File: src/rtl/core/idft_pkg.sv
`timescale 1ns / 1ps

package idft_pkg;

  localparam int POINTS      = 1024;
  localparam int PTS_W       = $clog2(POINTS);
  localparam int SMP_W       = 16;
  localparam int OUT_W       = 17;
  localparam int ACC_W       = 48;
  localparam int PROD_W      = 2 * SMP_W;
  localparam int TW_W        = 2 * SMP_W;
  localparam int ROUND_SHIFT = PTS_W + 15;
  localparam int QDEPTH      = 2;
  localparam int QCNT_W      = $clog2(QDEPTH + 1);
  localparam int QPTR_W      = $clog2(QDEPTH);

  localparam logic REQ_LOAD = 1'b0;
  localparam logic REQ_READ = 1'b1;

  localparam logic signed [ACC_W-1:0] OUT_MAX = ACC_W'(65535);
  localparam logic signed [ACC_W-1:0] OUT_MIN = -ACC_W'(65536);

  typedef struct packed {
    logic                    req_type;
    logic [PTS_W-1:0]        position;
    logic signed [SMP_W-1:0] sample_re;
    logic signed [SMP_W-1:0] sample_im;
  } item_t;

  typedef enum logic [1:0] {
    ST_IDLE,
    ST_RUN,
    ST_DRAIN,
    ST_ROUND
  } back_st_t;

  typedef logic [TW_W-1:0] tw_rom_t [POINTS];

  localparam int     CORDIC_STEPS = 30;
  localparam longint CORDIC_GAIN  = 64'sh26DD3B6A;
  localparam longint Q30_ONE      = 64'sh40000000;
  localparam longint HALF_TURN    = 64'sh80000000;
  localparam longint HALF_POINTS  = POINTS / 2;

  localparam longint ARC_STEP [CORDIC_STEPS] = '{
    64'sh20000000, 64'sh12E4051E, 64'sh09FB385B, 64'sh051111D4, 64'sh028B0D43,
    64'sh0145D7E1, 64'sh00A2F61E, 64'sh00517C55, 64'sh0028BE53, 64'sh00145F2F,
    64'sh000A2F98, 64'sh000517CC, 64'sh00028BE6, 64'sh000145F3, 64'sh0000A2FA,
    64'sh0000517D, 64'sh000028BE, 64'sh0000145F, 64'sh00000A30, 64'sh00000518,
    64'sh0000028C, 64'sh00000146, 64'sh000000A3, 64'sh00000051, 64'sh00000029,
    64'sh00000014, 64'sh0000000A, 64'sh00000005, 64'sh00000003, 64'sh00000001
  };

  function automatic logic [SMP_W-1:0] to_q15(longint v);
    longint r;
    r = (v + 64'sd16384) >>> 15;
    if (r > 64'sd32767) begin
      r = 64'sd32767;
    end
    if (r < -64'sd32768) begin
      r = -64'sd32768;
    end
    return r[SMP_W-1:0];
  endfunction

  // Each entry holds cos in the upper half and sin in the lower half, Q1.15.
  function automatic tw_rom_t build_tw();
    tw_rom_t t;
    longint  ph;
    longint  z;
    longint  x;
    longint  y;
    longint  dx;
    longint  dy;
    bit      flip;
    for (int m = 0; m < POINTS; m++) begin
      ph   = ((longint'(m) <<< 32) + HALF_POINTS) >>> PTS_W;
      z    = longint'(signed'(ph[31:0]));
      x    = CORDIC_GAIN;
      y    = 64'sd0;
      flip = 1'b0;
      if (z > Q30_ONE) begin
        z    = z - HALF_TURN;
        flip = 1'b1;
      end else if (z < -Q30_ONE) begin
        z    = z + HALF_TURN;
        flip = 1'b1;
      end
      for (int i = 0; i < CORDIC_STEPS; i++) begin
        dx = y >>> i;
        dy = x >>> i;
        if (z >= 64'sd0) begin
          x = x - dx;
          y = y + dy;
          z = z - ARC_STEP[i];
        end else begin
          x = x + dx;
          y = y - dy;
          z = z + ARC_STEP[i];
        end
      end
      if (flip) begin
        x = -x;
        y = -y;
      end
      t[m] = {to_q15(x), to_q15(y)};
    end
    return t;
  endfunction

endpackage

File: src/rtl/core/idft_front.sv
`timescale 1ns / 1ps

module idft_front (
  input  logic                            clk,
  input  logic                            rst,
  input  logic                            start,
  output logic                            busy,
  input  logic                            req_type,
  input  logic [idft_pkg::PTS_W-1:0]      position,
  input  logic signed [idft_pkg::SMP_W-1:0] sample_re,
  input  logic signed [idft_pkg::SMP_W-1:0] sample_im,
  output logic                            q_valid,
  output idft_pkg::item_t                 q_item,
  input  logic                            q_pop
);
  import idft_pkg::*;

  item_t             entries [QDEPTH];
  logic [QPTR_W-1:0] wr_ptr;
  logic [QPTR_W-1:0] rd_ptr;
  logic [QCNT_W-1:0] count;
  logic              push;
  logic              pop;

  assign busy    = (count == QCNT_W'(QDEPTH));
  assign push    = start && !busy;
  assign q_valid = (count != '0);
  assign pop     = q_pop && q_valid;
  assign q_item  = entries[rd_ptr];

  always_ff @(posedge clk) begin
    if (push) begin
      entries[wr_ptr] <= '{req_type:  req_type,
                           position:  position,
                           sample_re: sample_re,
                           sample_im: sample_im};
    end
  end

  always_ff @(posedge clk) begin
    if (rst) begin
      wr_ptr <= '0;
      rd_ptr <= '0;
      count  <= '0;
    end else begin
      if (push) begin
        wr_ptr <= wr_ptr + QPTR_W'(1);
      end
      if (pop) begin
        rd_ptr <= rd_ptr + QPTR_W'(1);
      end
      if (push && !pop) begin
        count <= count + QCNT_W'(1);
      end else if (pop && !push) begin
        count <= count - QCNT_W'(1);
      end
    end
  end

endmodule

File: config.mk
export PLATFORM = sky130hd
export DESIGN_NAME = idft_front
export DESIGN_NICKNAME = d
export VERILOG_FILES = /design/src/rtl/core/idft_pkg.sv /design/src/rtl/core/idft_front.sv
export SDC_FILE = /design/constraint.sdc
export NUM_CORES = 1
export LEC_CHECK = 0
export BUFFER_PORTS_ARGS = -buffer_cell sky130_fd_sc_hd__buf_2
export CAP_MARGIN = 20
export CORE_ASPECT_RATIO = 0.7
export CORE_MARGIN = 4
export CORE_UTILIZATION = 46
export CTS_CLUSTER_DIAMETER = 30
export DETAILED_ROUTE_END_ITERATION = 10
export PLACE_DENSITY = 0.74
export SYNTH_ARGS = -nofsm -noshare
export SYNTH_HDL_FRONTEND = slang
export SYNTH_SLANG_ARGS = --single-unit
export TNS_END_PERCENT = 1
File: constraint.sdc
create_clock -name clk -period 2.1 [get_ports clk]
set_clock_uncertainty 0.15 [all_clocks]
set_input_delay 0.21 -clock clk [delete_from_list [all_inputs] [get_ports clk]]
set_output_delay 0.21 -clock clk [all_outputs]
set_load 0.01 [all_outputs]
==> results of run 1 <==
-- layer usage --
layer  vias up  GRT usage
met4         0    0.05230
li1        906          -
met1       887     0.1789
met5         -          0
met3         4    0.07392
met2        73     0.2552
-- area by class of cell --
class	instances	area [um2]
Inverter	2	7.507
Tap cell	94	117.6
Clock buffer	9	123.9
Timing Repair Buffer	139	950.9
Fill cell	502	2300
Multi-Input combinational cell	61	598.1
Sequential cell	91	2684
Clock inverter	7	100.1
-- cells by family after synthesis --
kind of cell	after synthesis
flip-flops	91
multiplexers	43
AND/OR/NAND/NOR	9
buffers and inverters	7
AO/OA/AOI/OAI	5
XOR/XNOR	3
adder cells (fa/ha/maj)	1
-- repair_timing --
action / 4_1_cts / 5_1_grt
setup endpoints to repair: 0 / 0
hold endpoints to repair: 91 / 0
gates resized for setup: 0 / 0
hold buffers: 44 / 0
-- tightest hold or removal path, stage by stage --
cell     delay, ns
buf_2         0.07
inv_1         0.04
o21ai_0       0.15
a21oi_1       0.06
-- cell usage in the layout, fill, tap and decap left out, types with 2 or more instances in the layout --
cell type      netlist  layout
or3_1                2       2
clkbuf_8             0       9
nor2_1               4       4
edfxtp_1            86      86
mux2_2              43      43
dlygate4sd3_1        0      44
buf_12               0       2
clkinv_4             0       2
inv_6                0       2
a21oi_1              2       2
xor2_1               3       3
buf_2                5      91
dfxtp_1              5       4
buf_4                0       2
o21ai_0              3       3
bufinv_16            0       2
-- where the power goes --
group          internal (uW)  switching, uW
Clock                    680            594
Sequential              2280           65.3
Combinational            660            693
-- how the worst min path moves through the flow --
| stage | start | endpoint | slack, ns | cells past startpoint |
|---|---|---|---|---|
| floorplan | rst | count[1]$_SDFFE_PP0P_ | 0.13 | 1 |
| global placement | position[8] | entries[1][40]$_DFFE_PP_ | 0.25 | 1 |
| detailed placement | sample_im[14] | entries[0][14]$_DFFE_PP_ | 0.25 | 1 |
| CTS | start | wr_ptr$_SDFFE_PP0N_ | 0.06 | 4 |
| global route | start | wr_ptr$_SDFFE_PP0N_ | 0.14 | 4 |
| finish | start | wr_ptr$_SDFFE_PP0N_ | 0.09 | 4 |
-- stage by stage --
| step | TNS, ns | cell area (um2) |
|---|---|---|
| 2_1_floorplan | -5.016 | 3313 |
| 3_3_place_gp | 0 | 3918 |
| 3_5_place_dp | 0 | 3918 |
| 4_1_cts | 0 | 4582 |
| 5_1_grt | 0 | 4582 |
| 6_report | 0 | 4582 |
-- flip-flops by register name, indices dropped and copies added, names as in the netlist, named ones only --
signal / count
count: 2
entries: 86
rd_ptr: 1
wr_ptr: 1
==> metrics.cfg, run 1 <==
[setup_path]
slowest_stage=mux2_2
rr_worst_depth=4
reg2reg_slack_ns=0.40
required_ns=1.74
crit_buf_inv=2
crit_path_end_kind=primary output
path_depth=3
start_kind=register
r2r_start=count[0]$_SDFFE_PP0P_
worst_path_dominant_cell_family=buffers and inverters
path_cells=buf_4 -> mux2_2 -> buf_2
cp_max_fo=22
critPathMaxStageDelay_ns=0.39
critical_path_class=reg -> out
endpoint=q_item[38]
r2r_end=count[1]$_SDFFE_PP0P_
cp_data_arrival_time_ns=1.50

[synth]
synth_cell_type_count=14
synth-async-reset-ratio=0
syn_avg_cell_area_um2=20.83
synth_area_leaders=edfxtp_1, mux2_2, dfxtp_1, xor2_1, buf_2
synth-edff-count=86
synth_compound_area_frac=0.007556
synth_top_family_by_area=multiplexers
ys_top_cells_by_count=edfxtp_1, mux2_2, buf_2, dfxtp_1, nor2_1
synth.most_common_cell=edfxtp_1
synth_top_area_share=0.7798
synth_cells=159
synth_area_mm2=0.003312
yosysWarnings=0
yosysSeqAreaShare=0.8100
synthAdderAreaFrac=0.003778
synthMuxAreaShare=0.1462
ys.flop_type=edfxtp_1
yosys.area_share.simple=0.01473
synth_xor_xnor_area_share=0.007934
syn_nets=207
ys_seq_elements=91
yosysTopAreaCell=edfxtp_1

[finish]
stdcell_count=403
n_antenna_cell=0
areaGrowthSynthToFinish_pct=38.35
final_nets=352
fin_util=0.6658
drive_gt1_frac=0.5146

[routing]
wl_per_cell_um=15.21
detail-route-antenna-nets=0
routed_via_density=4.640
num_vias=1870
drt_iter0_markers=90
wl_met1_um=2543
dr.pass1.iters=4
wl_met3_um=554
highest_layer=met4
drc_errors=0
wl_um=6130
routed-wl-met2_um=2986

[placed_design]
dp_cells=343
dp_hpwl_um=3653
port_buffers=91
place_congestion=0.6945
place_worst_setup_slack_ns=0.4327

[floorplanning]
pin_count=92
die_area_mm2=0.008643
initial_utilization=0.4813
die_h_um=78.99
die_w_um=109.4
num_rows=25
core_area_mm2=0.006882

[timing]
min_period_ns=1.864
post-route-period-util=0.8876
slew_viol_final=0
max_freq_mhz=536.5
timing.final.ws_setup_ns=0.2361
tightest_slew_ns=0.3212
final_hold_viol_count=0
slew_headroom=0.7836
setup_viol=0
rsz0062_at_grt=false
whs_ns=0.08574

[cts]
postCtsSetupRepairBufs=0
path_clk_slew_ns=0.08
clk_latency_ns=0.35
cts_buffers=9
root_buffer=clkbuf_8
cts_max_level=3
cts_buffer_depth=2
cts_tree=yes
clkSinkCount=91

[grt]
grt_pass1_vias=2030
grt_pass1_wl_um=9777
grt-ovfl-total=0
grt_antenna_before_repair=0
grt_max_degree=44
grt_usage=0.1553

[job]
cap_violations=0

[power]
fin_total_pwr_uw=4971
leakage_uw=0.001748
ir_drop_uv=616.0
cellPowerDensity_mw_per_mm2=1085

[status]
outcome=finished clean

[min_path]
min_path_type=in -> reg

No activity file was read; power rests on OpenSTA's default activity.
==> run 2, diff against run 1 <==
--- a/config.mk
+++ b/config.mk
@@ -9,10 +9,11 @@
 export CAP_MARGIN = 20
 export CORE_ASPECT_RATIO = 0.7
 export CORE_MARGIN = 4
-export CORE_UTILIZATION = 46
-export CTS_CLUSTER_DIAMETER = 30
+export CORE_UTILIZATION = 51
+export CTS_CLUSTER_DIAMETER = 80
 export DETAILED_ROUTE_END_ITERATION = 10
-export PLACE_DENSITY = 0.74
+export HOLD_SLACK_MARGIN = 0.12
+export PLACE_DENSITY = 0.78
 export SYNTH_ARGS = -nofsm -noshare
 export SYNTH_HDL_FRONTEND = slang
 export SYNTH_SLANG_ARGS = --single-unit
==> constraint.sdc (replaced) <==
create_clock -name clk -period 1.8 [get_ports clk]
set_clock_uncertainty 0.15 [all_clocks]
set_input_delay 0.18 -clock clk [delete_from_list [all_inputs] [get_ports clk]]
set_output_delay 0.18 -clock clk [all_outputs]
set_load 0.01 [all_outputs]
==> run 2 against run 1 <==
  * Critical path depth is the same
  * Non-clock buffer count is 3 higher
  * Hold slack improved by 0.27 ns
  * Utilization is 6.2 points higher
  * Total power increased by 11%
  * Global-route usage grew 1.7 points
  * Highest routed layer unchanged
==> metrics.cfg, run 2 (synthesis gave the netlist of run 1 again) <==
[status]
outcome=finished clean

[grt]
grt_max_degree=44  ; unchanged
grt_usage=0.1725  ; +0.01719
grt_antenna_before_repair=0  ; unchanged
grt-ovfl-total=0  ; unchanged
grt_pass1_vias=2063  ; +1.6%
grt_pass1_wl_um=10140  ; +3.7%

[cts]
clkSinkCount=91  ; unchanged
root_buffer=clkbuf_8
cts_buffers=9  ; unchanged
postCtsSetupRepairBufs=0  ; unchanged
path_clk_slew_ns=0.08  ; about the same
cts_max_level=3  ; unchanged
clk_latency_ns=0.34  ; about the same
cts_buffer_depth=2  ; unchanged
cts_tree=yes

[placed_design]
dp_cells=328  ; -4.4%
port_buffers=91  ; unchanged
place_congestion=0.7203  ; +3.7%
dp_hpwl_um=3911  ; +7.0%

[power]
ir_drop_uv=708.6  ; +15%
cellPowerDensity_mw_per_mm2=1212  ; +12%
leakage_uw=0.001740  ; -0.50%
fin_total_pwr_uw=5535  ; +11%

[timing]
slew_viol_final=0  ; unchanged
setup_viol=0  ; unchanged
tns_ns=0  ; unchanged
tightest_slew_ns=0.2727  ; -0.04848 ns
final_hold_viol_count=0  ; unchanged
rsz0062_at_grt=false
min_period_ns=1.742
max_freq_mhz=574.0
post-route-period-util=0.9679
slew_headroom=0.8179  ; +0.03434

[finish]
layout_commonest_cell=buf_2
biggestRegsByFlops=entries: 86 flops, count: 2 flops
drive_gt1_frac=0.5048  ; -0.009740
largest_register_ffs=86  ; unchanged
areaGrowthSynthToFinish_pct=37.93
fill_cells=407  ; -19%
final_cell_mix=buf_2, edfxtp_1, dlygate4sd3_1
n_antenna_cell=0  ; unchanged
final_nets=355  ; +0.85%
stdcell_count=389  ; -3.5%
regMostFlops=entries

[routing]
drt_iter0_markers=96  ; +6.7%
num_vias=1920  ; +2.7%
routed_via_density=4.936  ; +6.4%
wl_per_cell_um=15.98  ; +5.0%
dr.pass1.iters=4  ; unchanged
drc_errors=0  ; unchanged
wl_um=6215  ; +1.4%
detail-route-antenna-nets=0  ; unchanged

[job]
cap_violations=0  ; unchanged

[floorplanning]
initial_utilization=0.5277  ; +0.04644
num_rows=24  ; -4.0%
core_area_mm2=0.006276  ; -8.8%
die_area_mm2=0.007867  ; -9.0%
die_w_um=104.3  ; -4.7%
die_h_um=75.42  ; -4.5%
pin_count=92  ; unchanged

[setup_path]
critical_path_class=reg -> out
cp_max_fo=23  ; +4.5%
crit_path_end_kind=primary output
required_ns=1.47  ; -0.27 ns
start_kind=register
reg2reg_slack_ns=0.12  ; -0.28 ns
cp_data_arrival_time_ns=1.41  ; -0.09 ns

[min_path]
min_path_type=reg -> reg

## run 2: cell type report
class / count / area [um2] / share of cell area
inverters: 2 / 7.507 / 0.001643
well taps: 78 / 97.59 / 0.02136
repair buffers: 142 / 1016 / 0.2224
clock inverters: 6 / 33.78 / 0.007395
flip-flops and latches: 91 / 2686 / 0.5881
multi-input cells: 61 / 603.1 / 0.1320
clock buffers: 9 / 123.9 / 0.02712
## run 2: layer usage
layer,GRT usage,up-vias,wire [um],part of all wire
met4,0.05900,0,35,0.0056
met3,0.06351,4,435,0.070
met5,0,-,0,0
met1,0.2138,923,2612,0.42
li1,-,912,-,-
met2,0.2890,81,3132,0.50
## run 2: path summary, 6_finish.rpt
kind	startpoint	end	cells past startpoint
setup / recovery	register	q_item[19]	3
hold / removal	wr_ptr$_SDFFE_PP0N_	wr_ptr$_SDFFE_PP0N_	2
setup reg to reg	count[0]$_SDFFE_PP0P_	count[1]$_SDFFE_PP0P_	4
hold reg to reg	wr_ptr$_SDFFE_PP0N_	wr_ptr$_SDFFE_PP0N_	2
## run 2: repair_timing
item / 4_1_cts / 5_1_grt
gates resized for setup: 2 / 4
setup endpoints to repair: 20 / 24
hold buffers: 46 / 0
hold endpoints to repair: 91 / 0
## run 2: metrics by stage
step,instance area (um2),util,setup slack [ns],hold WS [ns]
CTS,4556,0.7259,0.02098,0.3591
floorplan,3313,-,-0.4167,0.09907
global route,4568,0.7279,0.0002828,0.3842
finish,4568,0.7279,0.05771,0.3558
detailed placement,3930,0.6262,0.1253,0.2224
global placement,3930,0.6262,0.1932,0.2176
## run 2: worst max-delay path, cell delays in order (launching register included)
cell	delay [ns]
dfxtp_4	0.38
buf_12	0.17
mux2_2	0.37
buf_2	0.15
## run 2: where the power goes
| group | total [uW] | internal (uW) | switching, uW |
|---|---|---|---|
| sequential | 2760 | 2660 | 96.8 |
| combinational | 1660 | 847 | 815 |
| clock | 1110 | 481 | 633 |
| total | 5530 | 3990 | 1540 |
==> run 3, diff against run 2 <==
==> constraint.sdc (replaced) <==
create_clock -name clk -period 1.7 [get_ports clk]
set_clock_uncertainty 0.15 [all_clocks]
set_input_delay 0.17 -clock clk [delete_from_list [all_inputs] [get_ports clk]]
set_output_delay 0.17 -clock clk [all_outputs]
set_load 0.01 [all_outputs]
==> run 3 against run 2 <==
  * The run now ends with setup timing left
  * Non-clock buffer count grew 1
  * Clock power up 24%
  * Sequential power increased by 6%
==> metrics.cfg, run 3 (synthesis gave the netlist of run 1 again) <==
[setup_path]
r2r_end=count[1]$_SDFFE_PP0P_
cp_data_arrival_time_ns=1.42  ; about the same
cp_max_fo=24  ; +4.3%
crit_path_end_kind=primary output
start_kind=register
endpoint=q_item[9]
rr_worst_depth=4  ; unchanged
r2r_start=count[0]$_SDFFE_PP0P_
required_ns=1.38  ; -0.09 ns
reg2reg_slack_ns=0.07  ; -0.05 ns
critical_path_class=reg -> out

[power]
cellPowerDensity_mw_per_mm2=1328  ; +9.6%
ir_drop_uv=774.0  ; +9.2%
leakage_uw=0.001840  ; +5.8%

[timing]
min_period_ns=1.740
slew_viol_final=0  ; unchanged
final_hold_viol_count=0  ; unchanged
slew_headroom=0.8340  ; +0.01607
tightest_slew_ns=0.2464  ; -0.02634 ns
post-route-period-util=1.023
timing.final.ws_setup_ns=-0.03951  ; -0.09722 ns
rsz0062_at_grt=true
setup_viol=26  ; +26
max_freq_mhz=574.9
whs_ns=0.2056  ; -0.1503 ns

[finish]
final_cell_mix=edfxtp_1, buf_2, dlygate4sd3_1
drive_gt1_frac=0.5176  ; +0.01275
areaGrowthSynthToFinish_pct=43.86
final_nets=356  ; +0.28%
n_antenna_cell=0  ; unchanged
largest_register_ffs=86  ; unchanged
layout_commonest_cell=edfxtp_1
fin_util=0.7592  ; +0.03130
biggestRegsByFlops=entries: 86 flops, count: 2 flops
regMostFlops=entries

[cts]
path_clk_slew_ns=0.08  ; about the same
cts_tree=yes
root_buffer=clkbuf_8
clkSinkCount=91  ; unchanged
cts_max_level=3  ; unchanged
cts_buffers=9  ; unchanged
clk_latency_ns=0.35  ; about the same
cts_buffer_depth=2  ; unchanged
postCtsSetupRepairBufs=0  ; unchanged

[floorplanning]
die_h_um=75.42  ; unchanged
die_w_um=104.3  ; unchanged
die_area_mm2=0.007867  ; unchanged
pin_count=92  ; unchanged
core_area_mm2=0.006276  ; unchanged
initial_utilization=0.5277  ; unchanged
num_rows=24  ; unchanged

[min_path]
min_path_type=in -> reg

[routing]
wl_um=6451  ; +3.8%
drt_iter0_markers=59  ; -39%
dr.pass1.iters=4  ; unchanged
wl_per_cell_um=16.50  ; +3.3%
routed_via_density=4.870  ; -1.3%
drc_errors=0  ; unchanged
num_vias=1904  ; -0.83%
detail-route-antenna-nets=0  ; unchanged

[grt]
grt_pass1_vias=1991  ; -3.5%
grt-ovfl-total=0  ; unchanged
grt_pass1_wl_um=9929  ; -2.1%
grt_usage=0.1685  ; -0.004003
grt_max_degree=25  ; -43%
grt_antenna_before_repair=0  ; unchanged

[placed_design]
port_buffers=91  ; unchanged
place_congestion=0.6908  ; -4.1%
dp_hpwl_um=3856  ; -1.4%

[status]
violations=setup timing
outcome=complete, but fails checks

[job]
cap_violations=0  ; unchanged

[run 3: worst max-delay path: stages, from the launching register on]
cell and delay, ns:
dfxtp_4 0.38, buf_12 0.18, mux2_2 0.36, buf_2 0.14
[run 3: metal layers]
metal | global-route usage | share of wire | vias up
met5 | 0 | 0 | -
met4 | 0.03540 | 0.0062 | 0
met3 | 0.07367 | 0.064 | 6
met2 | 0.2833 | 0.50 | 74
met1 | 0.2084 | 0.43 | 908
li1 | - | - | 916
[run 3: how the worst min path moves through the flow]
stage,to,cells past startpoint,slack [ns],startpoint
4_1_cts,register,5,0.18,q_pop
2_1_floorplan,count[0]$_SDFFE_PP0P_,1,0.08,rst
6_report,rd_ptr$_SDFFE_PP0P_,5,0.21,q_pop
5_1_grt,rd_ptr$_SDFFE_PP0P_,5,0.20,q_pop
3_5_place_dp,entries[1][33]$_DFFE_PP_,1,0.21,position[1]
3_3_place_gp,entries[1][5]$_DFFE_PP_,1,0.21,sample_im[5]
[run 3: repair_timing]
action                                  CTS  global route
pin swaps                                 0             0
hold buffers                             45             0
endpoints found under the hold margin    91             0
endpoints found under the setup margin   43            44
resized for setup                         4            30
[run 3: power breakdown]
| group | internal (uW) | switching [uW] |
|---|---|---|
| combinational | 1100 | 916 |
| sequential | 2820 | 106 |
| clock | 682 | 698 |
[run 3: stage by stage]
step	setup WS (ns)	instances	instance area, um2	total power [uW]	setup TNS (ns)
after floorplan	-0.1111	159	3328	3953	-5.527
after global placement	0.1310	330	3973	4619	0
after detailed placement	0.08196	330	3973	4665	0
after CTS	-0.05115	391	4623	6142	-1.578
after global routing	-0.09760	391	4765	6645	-2.848
final	-0.03951	391	4765	6327	-0.5374
[run 3: area by class of cell]
type,instances,area (um2)
clock buffers,12,135.1
clock inverters,4,51.30
fillers,364,1511
inverters,2,11.26
multi-input cells,61,671.9
flip-flops and latches,91,2689
well taps,78,97.59
repair buffers,143,1109
